[config.mk]
export PLATFORM = sky130hd
export DESIGN_NAME = monthly_precip_day_spreader
export DESIGN_NICKNAME = d
export VERILOG_FILES = /design/src/rtl/mpds_pkg.sv /design/src/rtl/mpds_div.sv /design/src/rtl/monthly_precip_day_spreader.sv
export SDC_FILE = /design/constraint.sdc
export NUM_CORES = 2
export LEC_CHECK = 0
export ABC_AREA = 1
export ABC_CLOCK_PERIOD_IN_PS = 14800
export BUFFER_PORTS_ARGS = -buffer_cell sky130_fd_sc_hd__buf_2
export CAP_MARGIN = 30
export CORE_MARGIN = 4
export CORE_UTILIZATION = 31
export DETAILED_ROUTE_END_ITERATION = 6
export SLEW_MARGIN = 20
export SYNTH_ARGS = -nofsm -noshare
export SYNTH_HDL_FRONTEND = slang
export SYNTH_HIERARCHICAL = 1
export SYNTH_SLANG_ARGS = --single-unit
[constraint.sdc]
create_clock -name i_clk -period 14.8 [get_ports i_clk]
set_input_delay 2.96 -clock i_clk [delete_from_list [all_inputs] [get_ports i_clk]]
set_output_delay 2.96 -clock i_clk [all_outputs]
set_load 0.02 [all_outputs]
[src/rtl/mpds_pkg.sv]
package mpds_pkg;

    localparam int P_W        = 24;  // monthly precipitation
    localparam int K_W        = 5;   // wet days, day number, month length
    localparam int FRAC_W     = 17;  // daily fraction, 16 fractional bits
    localparam int OUT_W      = 30;  // daily precipitation
    localparam int DIV_W      = 29;  // dividend of the serial divider (P*N)
    localparam int MUL_W      = P_W + FRAC_W;  // first product
    localparam int FMUL_W     = MUL_W + K_W;   // fraction-mode product
    localparam int FRAC_SHIFT = 16;
    localparam int STEP_W     = 5;   // divider step count, up to DIV_W

    localparam logic MODE_WET  = 1'b0;
    localparam logic MODE_FRAC = 1'b1;

    localparam logic [K_W-1:0] K_MISSING = 5'd31;

    typedef struct packed {
        logic              start;
        logic [STEP_W-1:0] steps;
        logic [DIV_W-1:0]  dividend;
        logic [K_W-1:0]    divisor;
    } t_div_req;

    typedef struct packed {
        logic             done;
        logic [DIV_W-1:0] quot;
        logic [K_W-1:0]   rem;
    } t_div_rsp;

endpackage

[src/rtl/mpds_div.sv]
// Restoring divider, one quotient bit per cycle. The dividend is left aligned:
// a run of S steps divides the top S bits of it.
module mpds_div (
    input  logic               i_clk,
    input  logic               i_rst_n,
    input  mpds_pkg::t_div_req i_req,
    output mpds_pkg::t_div_rsp o_rsp
);
    import mpds_pkg::*;

    logic              r_busy, n_busy;
    logic              r_done, n_done;
    logic [STEP_W-1:0] r_cnt, n_cnt;
    logic [DIV_W-1:0]  r_quo, n_quo;
    logic [K_W-1:0]    r_rem, n_rem;
    logic [K_W-1:0]    r_dvs, n_dvs;
    logic [K_W:0]      trial;
    logic              fits;

    always_comb begin
        trial  = {r_rem, r_quo[DIV_W-1]};
        fits   = (trial >= {1'b0, r_dvs});
        n_busy = r_busy;
        n_done = 1'b0;
        n_cnt  = r_cnt;
        n_quo  = r_quo;
        n_rem  = r_rem;
        n_dvs  = r_dvs;
        if (i_req.start) begin
            n_busy = 1'b1;
            n_cnt  = i_req.steps;
            n_quo  = i_req.dividend;
            n_rem  = '0;
            n_dvs  = i_req.divisor;
        end else if (r_busy) begin
            n_quo = {r_quo[DIV_W-2:0], fits};
            n_rem = fits ? K_W'(trial - {1'b0, r_dvs}) : trial[K_W-1:0];
            n_cnt = r_cnt - 1'b1;
            if (r_cnt == STEP_W'(1)) begin
                n_busy = 1'b0;
                n_done = 1'b1;
            end
        end
    end

    always_ff @(posedge i_clk) begin
        r_cnt <= n_cnt;
        r_quo <= n_quo;
        r_rem <= n_rem;
        r_dvs <= n_dvs;
        if (!i_rst_n) begin
            r_busy <= 1'b0;
            r_done <= 1'b0;
        end else begin
            r_busy <= n_busy;
            r_done <= n_done;
        end
    end

    assign o_rsp = '{done: r_done, quot: r_quo, rem: r_rem};

endmodule

[src/rtl/monthly_precip_day_spreader.sv]
// Monthly-to-daily precipitation spreader, one grid cell per beat.
//
// Input channel: raise start with the cell's fields; the beat is taken at the
// edge where start is high and busy is low. busy stays high until the result
// is out. Result channel: o_valid strobes for exactly one cycle with the
// daily amount, the missing flag and the wet-day flag; there is no stall.
// Configuration: one mode bit on i_cfg_data, taken whenever i_cfg_valid is
// high (o_cfg_ready is always high); write it only while busy is low.
//
// Sequence, from the accepting edge up to the o_valid strobe: fraction mode
// stops after the first multiply with a missing input and otherwise does two
// (one multiply of P by the fraction, one by N). Wet-days mode with no wet
// days stops there too; with every day wet it skips the event search and runs
// a 29-step divide of P*N by K on the serial divider. Otherwise it runs a
// 5-step divide of N by 2M, then walks the events one per cycle until one
// lands on or past the day. A dry day ends there; a wet day adds the 29-step
// divide. A new beat may start in the cycle o_valid is shown.
// Reset clears the sequencer and sets the mode to wet-days spreading.
module monthly_precip_day_spreader (
    input  logic                        i_clk,
    input  logic                        i_rst_n,
    input  logic                        start,
    output logic                        busy,
    input  logic [mpds_pkg::P_W-1:0]    i_precip_monthly,
    input  logic                        i_precip_missing,
    input  logic [mpds_pkg::K_W-1:0]    i_wet_days,
    input  logic                        i_wet_days_missing,
    input  logic [mpds_pkg::FRAC_W-1:0] i_day_fraction,
    input  logic                        i_fraction_missing,
    input  logic [mpds_pkg::K_W-1:0]    i_day_of_month,
    input  logic [mpds_pkg::K_W-1:0]    i_month_length,
    input  logic                        i_cfg_valid,
    output logic                        o_cfg_ready,
    input  logic                        i_cfg_data,
    output logic                        o_valid,
    output logic [mpds_pkg::OUT_W-1:0]  o_precip_daily,
    output logic                        o_result_missing,
    output logic                        o_is_wet_day
);
    import mpds_pkg::*;

    typedef enum logic [2:0] {
        S_IDLE, S_MUL, S_ESTART, S_EWAIT, S_EVT, S_ASTART, S_AWAIT, S_FMUL
    } t_state;

    t_state r_state, n_state;
    logic   r_mode, n_mode;
    logic   r_valid, n_valid;

    // latched beat
    logic [P_W-1:0]    r_p, n_p;
    logic [K_W-1:0]    r_k, n_k;
    logic [K_W-1:0]    r_n, n_n;
    logic [K_W-1:0]    r_d, n_d;
    logic [FRAC_W-1:0] r_frac, n_frac;
    logic              r_fmiss, n_fmiss;

    // event walk
    logic              r_inv, n_inv;
    logic [K_W-1:0]    r_den, n_den;
    logic [6:0]        r_q, n_q;
    logic [K_W-1:0]    r_r, n_r;
    logic [K_W-1:0]    r_sa, n_sa;
    logic [K_W-1:0]    r_sb, n_sb;
    logic [K_W-1:0]    r_e, n_e;

    // products and result
    logic [MUL_W-1:0]  r_mul, n_mul;
    logic [OUT_W-1:0]  r_amt, n_amt;
    logic              r_wet, n_wet;
    logic              r_rmiss, n_rmiss;

    t_div_req div_req;
    t_div_rsp div_rsp;

    // scratch
    logic [K_W-1:0]    k_raw;
    logic [FRAC_W-1:0] mul_b;
    logic [K_W-1:0]    m;
    logic [K_W-1:0]    a0;
    logic [K_W:0]      b2;
    logic [K_W:0]      r2;
    logic [6:0]        rnd;
    logic [K_W:0]      rsum;
    logic [FMUL_W-1:0] fprod;
    logic              wet_pick;
    logic              decide;

    mpds_div u_div (
        .i_clk   (i_clk),
        .i_rst_n (i_rst_n),
        .i_req   (div_req),
        .o_rsp   (div_rsp)
    );

    always_comb begin
        n_state = r_state;
        n_mode  = i_cfg_valid ? i_cfg_data : r_mode;
        n_valid = 1'b0;
        n_p     = r_p;
        n_k     = r_k;
        n_n     = r_n;
        n_d     = r_d;
        n_frac  = r_frac;
        n_fmiss = r_fmiss;
        n_inv   = r_inv;
        n_den   = r_den;
        n_q     = r_q;
        n_r     = r_r;
        n_sa    = r_sa;
        n_sb    = r_sb;
        n_e     = r_e;
        n_mul   = r_mul;
        n_amt   = r_amt;
        n_wet   = r_wet;
        n_rmiss = r_rmiss;

        div_req.start    = 1'b0;
        div_req.steps    = STEP_W'(DIV_W);
        div_req.dividend = r_mul[DIV_W-1:0];
        div_req.divisor  = r_k;

        k_raw    = i_wet_days_missing ? K_MISSING : i_wet_days;
        mul_b    = (r_mode == MODE_FRAC) ? r_frac : FRAC_W'(r_n);
        m        = (r_k > (r_n >> 1)) ? (r_n - r_k) : r_k;
        a0       = div_rsp.quot[K_W-1:0];
        b2       = {div_rsp.rem, 1'b0};
        r2       = {r_r, 1'b0};
        rnd      = r_q;
        rsum     = {1'b0, r_r} + {1'b0, r_sb};
        fprod    = FMUL_W'(r_mul) * FMUL_W'(r_n);
        wet_pick = 1'b0;
        decide   = 1'b0;

        case (r_state)
            S_IDLE: begin
                if (start) begin
                    // missing precipitation reads as zero when spreading
                    n_p     = (r_mode == MODE_WET && i_precip_missing) ? '0
                                                                       : i_precip_monthly;
                    n_k     = (k_raw > i_month_length) ? i_month_length : k_raw;
                    n_n     = i_month_length;
                    n_d     = i_day_of_month;
                    n_frac  = i_day_fraction;
                    n_fmiss = i_precip_missing | i_fraction_missing;
                    n_state = S_MUL;
                end
            end
            S_MUL: begin
                n_mul = MUL_W'(r_p) * MUL_W'(mul_b);
                if (r_mode == MODE_FRAC) begin
                    if (r_fmiss) begin
                        n_amt   = '0;
                        n_rmiss = 1'b1;
                        n_wet   = 1'b0;
                        n_valid = 1'b1;
                        n_state = S_IDLE;
                    end else begin
                        n_state = S_FMUL;
                    end
                end else if (r_k == '0) begin
                    n_amt   = '0;
                    n_rmiss = 1'b0;
                    n_wet   = 1'b0;
                    n_valid = 1'b1;
                    n_state = S_IDLE;
                end else if (r_k == r_n) begin
                    n_wet   = 1'b1;
                    n_state = S_ASTART;
                end else begin
                    // place the dry days instead when most days are wet
                    n_inv   = (r_k > (r_n >> 1));
                    n_den   = {m[K_W-2:0], 1'b0};
                    n_state = S_ESTART;
                end
            end
            S_ESTART: begin
                div_req.start    = 1'b1;
                div_req.steps    = STEP_W'(K_W);
                div_req.dividend = {r_n, (DIV_W-K_W)'(0)};
                div_req.divisor  = r_den;
                n_state          = S_EWAIT;
            end
            S_EWAIT: begin
                if (div_rsp.done) begin
                    // N = a0*den + b0; the step 2N is 2*a0*den + 2*b0
                    if (b2 >= {1'b0, r_den}) begin
                        n_sa = {a0[K_W-2:0], 1'b1};
                        n_sb = K_W'(b2 - {1'b0, r_den});
                    end else begin
                        n_sa = {a0[K_W-2:0], 1'b0};
                        n_sb = b2[K_W-1:0];
                    end
                    n_q = 7'(a0);
                    n_r = div_rsp.rem;
                    n_e = '0;
                    if (r_d == '0) begin
                        decide   = 1'b1;
                        wet_pick = r_inv;
                    end else begin
                        n_state = S_EVT;
                    end
                end
            end
            S_EVT: begin
                // round half to even
                if (r2 > {1'b0, r_den}) begin
                    rnd = r_q + 7'd1;
                end else if (r2 == {1'b0, r_den}) begin
                    rnd = r_q + 7'(r_q[0]);
                end
                if (rnd == 7'(r_d)) begin
                    decide   = 1'b1;
                    wet_pick = !r_inv;
                end else if (r_e == r_d - 1'b1 || r_q > 7'(r_d)) begin
                    // events only move later: stop once past the day
                    decide   = 1'b1;
                    wet_pick = r_inv;
                end else begin
                    if (rsum >= {1'b0, r_den}) begin
                        n_r = K_W'(rsum - {1'b0, r_den});
                        n_q = r_q + 7'(r_sa) + 7'd1;
                    end else begin
                        n_r = rsum[K_W-1:0];
                        n_q = r_q + 7'(r_sa);
                    end
                    n_e = r_e + 1'b1;
                end
            end
            S_ASTART: begin
                div_req.start = 1'b1;
                n_state       = S_AWAIT;
            end
            S_AWAIT: begin
                if (div_rsp.done) begin
                    n_amt   = OUT_W'(div_rsp.quot);
                    n_rmiss = 1'b0;
                    n_wet   = 1'b1;
                    n_valid = 1'b1;
                    n_state = S_IDLE;
                end
            end
            S_FMUL: begin
                // drop the 16 fraction bits; the product never exceeds 30 bits
                n_amt   = fprod[FMUL_W-1:FRAC_SHIFT];
                n_rmiss = 1'b0;
                n_wet   = 1'b0;
                n_valid = 1'b1;
                n_state = S_IDLE;
            end
            default: begin
                n_state = S_IDLE;
            end
        endcase

        if (decide) begin
            n_wet = wet_pick;
            if (wet_pick) begin
                n_state = S_ASTART;
            end else begin
                n_amt   = '0;
                n_rmiss = 1'b0;
                n_valid = 1'b1;
                n_state = S_IDLE;
            end
        end
    end

    always_ff @(posedge i_clk) begin
        r_p     <= n_p;
        r_k     <= n_k;
        r_n     <= n_n;
        r_d     <= n_d;
        r_frac  <= n_frac;
        r_fmiss <= n_fmiss;
        r_inv   <= n_inv;
        r_den   <= n_den;
        r_q     <= n_q;
        r_r     <= n_r;
        r_sa    <= n_sa;
        r_sb    <= n_sb;
        r_e     <= n_e;
        r_mul   <= n_mul;
        r_amt   <= n_amt;
        r_wet   <= n_wet;
        r_rmiss <= n_rmiss;
        if (!i_rst_n) begin
            r_state <= S_IDLE;
            r_mode  <= MODE_WET;
            r_valid <= 1'b0;
        end else begin
            r_state <= n_state;
            r_mode  <= n_mode;
            r_valid <= n_valid;
        end
    end

    assign busy             = (r_state != S_IDLE);
    assign o_cfg_ready      = 1'b1;
    assign o_valid          = r_valid;
    assign o_precip_daily   = r_amt;
    assign o_result_missing = r_rmiss;
    assign o_is_wet_day     = r_wet;

endmodule

; After elaboration in Yosys (flattened, before gate mapping)
; Cells that the tools add are included.
[classes]
muxes = 83
shifts = 0
n_mul = 2
eq_ne = 21
n_lt_le_gt_ge = 7
reduce_logical = 19
addsub = 12
n_bitwise = 6
div = 0
[op_table]
columns = operator, n
row1 = 2-to-1 mux 30 bit, 6
row2 = case mux 30 bit (3 select lines), 1
row3 = 2-to-1 mux 5 bit, 13
row4 = 2-to-1 mux 29 bit, 2
row5 = 2-to-1 mux 7 bit, 7
row6 = multiplier 41 x 5 -> 46 bit, 1
row7 = multiplier 24 x 17 -> 41 bit, 1
row8 = 2-to-1 mux 39 bit, 1
row9 = 2-to-1 mux 1 bit, 32
row10 = 2-to-1 mux 3 bit, 10
row11 = case mux 3 bit (7 select lines), 1
row12 = case mux 5 bit (2 select lines), 2
row13 = greater-or-equal comparator 6 x 5 -> 1 bit, 3
row14 = 2-to-1 mux 17 bit, 1
row15 = subtractor 5 bit, 3
row16 = adder 7 x 1 -> 7 bit (second input constant), 2
row17 = case mux 7 bit (2 select lines), 1
row18 = == test 3 bit (second input constant), 4
row19 = AND reduction 4 bit, 3
row20 = == test 5 bit, 2
row21 = logical NOT 5 bit, 2
row22 = subtractor 5 x 1 -> 5 bit (second input constant), 2
row23 = case mux 1 bit (3 select lines), 3
row24 = nonzero test 8 bit, 1
row25 = other kinds (35), 46
[totals]
register_bits = 213
n_memories = 0
mem_bits_ro = 0
mem_bits_rw = 0
latch_bits = 0
elab_cells = 178
in_bits = 64

; Longest topological paths before layout
[logic_depth]
word_depth = 9
depth_mapped = 29
depth_no_buf = 27

; Cells and area by module
; Netlist, hierarchy kept.
[by_module_without_submodules]
columns = module, seq_area_each_um2, cells_per_inst, area_each_um2, n_inst
row1 = monthly_precip_day_spreader, 4624.4, 3677, 28613.7, 1
row2 = mpds_div, 1311.3, 236, 2194.6, 1

; Worst setup path after synthesis
; No wires, ideal clock.
[synth_path]
path_kind = register to register
from = reg r_mode
to = reg r_mul[34], data pin
path_stages_with_launch = 28
setup_ns = 0.259
arrival_ns = 6.018
setup_slack_ns = 8.523
cell_sequence = dfxtp_1 -> buf_2 -> inv_1 -> clkbuf_1 -> nand2_1 -> o21ai_1 -> clkinv_1 -> clkbuf_1 -> nand2_1 -> fa_1 -> fa_1 -> fa_1 -> inv_1 -> fa_1 -> fa_1 -> inv_1 -> fa_1 -> inv_1 -> ha_1 -> a21oi_1 -> o21ai_0 -> nand2_1 -> o211ai_1 -> a21oi_1 -> o21bai_1 -> nand2_1 -> nand2_1 -> xor2_1
[synth_via]
elab_chain_len = 2
[synth_lines]
columns = element, line
row1 = start: declaration, monthly_precip_day_spreader.sv:47  ; logic r_mode, n_mode;
row2 = start signal: assignment, monthly_precip_day_spreader.sv:293  ; r_mode <= n_mode;
row3 = 2-to-1 mux 17 bit, monthly_precip_day_spreader.sv:124  ; mul_b = (r_mode == MODE_FRAC) ? r_frac : FRAC_W'(r_n);
row4 = multiplier 24 x 17 -> 41 bit, monthly_precip_day_spreader.sv:150  ; n_mul = MUL_W'(r_p) * MUL_W'(mul_b);
row5 = end signal: assignment, monthly_precip_day_spreader.sv:283  ; r_mul <= n_mul;
row6 = end: declaration, monthly_precip_day_spreader.sv:68  ; logic [MUL_W-1:0] r_mul, n_mul;
; Every way passes these cells.
; A chain may end at the register's enable or synchronous reset.

; Final worst setup path
; Ends and elaborated chain as after synthesis.

==> run summary <==
Layout area overhead = 8.40%
Status = finished clean
Final period util = 54.2%
Placed cell areas = 32,600 um^2
Vias in the first global route = 25,658
Die width = 323 um
Most common cell in the netlist = nand2_1
Core Rows = 115
YS warnings = 6
HPWL Detailed = 71.7 mm
Detailed Route WL = 87.3 mm
TritonCTS clock tree = built
Post-synth EDFFs = 169
Synth Instances = 3,913
Worst Max-Slew Pin Slew = 930 ps
Gr usage total = 17.1%
Clock slew at reported path FFs = 60 ps
First DRT Iteration DRCs = 1,827
WS Path Type = register to register
Final Wtd Congestion = 0.953
Num CTS Buffers = 25
Final instance area = 33,400 um^2
Clock Latency Late Sink = 600 ps
Largest net degree at the start of global routing = 52
Synth cell count leaders = nand2_1, inv_1, fa_1, nor2_1, ha_1
Worst R2R Start = r_mode
Drt first pass iters = 6
Final hold violation count = 0
ANT nets after route = 0
Drt drc = 0
H-tree levels = 1
Critical Path Fanout Max = 17
Hold crit path type = register to register
Worst Setup EP = r_mul[34]
Synth area leader = fa_1
FF+latch count, synth = 212
Worst r2r path cells = 23
Post-Syn Area = 30,800 um^2
Number of antenna violations at the first check in global routing = 0
Clock Skew = 29.0 ps
Synth unique cells = 60
Crit start category = register
Crit path DAT = 8350 ps
Gr ovfl total = 0
Initial core utilization = 31.3%
Async S/R FF share, synth = 0%
Crit path launch = r_mode
DR vias = 25,084
CTS Sinks = 212
Global-route wire length before repair = 142 mm
Mean Syn Cell Area = 7.87 um^2
# nets final = 4,671
Hold slack final = 466 ps
Core outline area = 98,600 um^2
Reg2reg setup slack = 6780 ps
RSZ-0062 raised after global routing = no
Post_cts resized = 0
Ranking of synthesized cells by area = fa_1, edfxtp_1, nand2_1
DR vias/cell = 4.78
Wire per inst = 16.7 um
Rel. slew slack = 37.9%
# diodes = 0
Die Area = 104,000 um^2
Number of port buffers = 97
Final Max Slew Viols = 0
IO Pins = 99
Achievable Freq = 125 MHz
Critical Path End Type = register
Final setup viols = 0
Final min period = 8020 ps
Bufs on Longest Clock Path = 3
Worst path required time = 15,130 ps
Share of cells above drive strength 1 = 5.51%
Post-CTS Hold Fix Bufs = 0
R2r endpoint = r_mul[34]
Post-CTS Setup Bufs = 0
Top cell type's share of synthesized area = 29.3%
Sequential area share after synthesis = 19.3%
Max-cap violations = 0
Predominant post-synthesis flop cell = edfxtp_1
Die Span Y = 323 um
Setup TNS = 0 ps
CTS root buffer = clkbuf_16
## sequential cells by signal, indices dropped and copies added, names as in the netlist, 3 cells and up
name	count
r_mul	41
o_precip_daily	30
u_div/r_quo	29
r_p	24
r_frac	17
r_q	7
r_d	5
r_e	5
r_k	5
r_n	5
r_r	5
r_sa	5
u_div/r_cnt	5
u_div/r_dvs	5
u_div/r_rem	5
r_den	4
r_sb	4
r_state	3
## worst min path at each step
| stage | from | to | slack [ps] | cells after the start |
|---|---|---|---|---|
| 2_1_floorplan | u_div/r_busy | u_div/r_done | 430 | 2 |
| 3_5_place_dp | u_div/r_busy | u_div/r_done | 450 | 2 |
| 3_3_place_gp | u_div/r_busy | u_div/r_done | 440 | 2 |
| 6_report | u_div/r_busy | u_div/r_done | 470 | 2 |
| 5_1_grt | o_precip_daily[29] | o_precip_daily[29] | 480 | 2 |
| 4_1_cts | u_div/r_busy | u_div/r_done | 460 | 2 |
## routing by layer
layer / wire [um] / part of all wire [%] / global-route usage (%)
met3: 5240 / 6.0 / 2.33
met2: 40200 / 46 / 28.3
met1: 39500 / 45 / 23.7
met5: 0 / 0 / 0
met4: 2320 / 2.7 / 4.12
## layout by cell type (no fill, tap or decap), types with 43 or more instances in the layout
cell,instances
dfxtp_1,43
nor2_1,348
a21oi_1,156
inv_1,893
buf_2,97
o21ai_0,125
edfxtp_1,169
nand2_1,966
nand3_1,103
ha_1,217
fa_1,451
## per-stage QoR
step	utilization, %	setup WS [ps]	std cells
finish	33.9	6780	5245
detailed placement	33.1	6920	5199
global placement	33.0	7050	5197
CTS	33.9	6940	5245
floorplan	-	8520	3915
global route	33.9	6300	5245
## worst max-delay path: stages, from the launching register on
cell and delay, ps:
dfxtp_1 920, inv_1 400, o21ai_1 630, clkinv_1 710
nand2_1 270, fa_1 450, fa_1 520, fa_1 510
inv_1 50, fa_1 490, fa_1 490, inv_1 50
fa_1 470, inv_1 40, ha_1 320, a21oi_1 230
o21ai_0 120, a21oi_1 210, o211ai_1 170, a21oi_1 260
o21bai_1 160, nand2_1 80, nand2_1 60, xor2_1 140
## cell families after synthesis
family | after synthesis | share of synthesized area (%)
and+or+nand+nor | 1516 | 20.0
AOI/OAI and AO/OA | 418 | 7.95
DFF | 212 | 19.3
adders and majority gates | 668 | 38.1
buffers and inverters | 1030 | 12.8
xor gates and xnor gates | 67 | 1.90
other | 2 | 0.0244
## layout make-up
type	count	area, um^2
Fill cell	10407	65200
Multi-Input combinational cell	2673	21000
Sequential cell	212	5940
Inverter	912	3430
Tap cell	1287	1610
Clock buffer	34	691
Timing Repair Buffer	115	632
Clock inverter	12	120
Power is not shown: default switching activity piles up to over one toggle a cycle in this logic, so the estimate is an artifact.
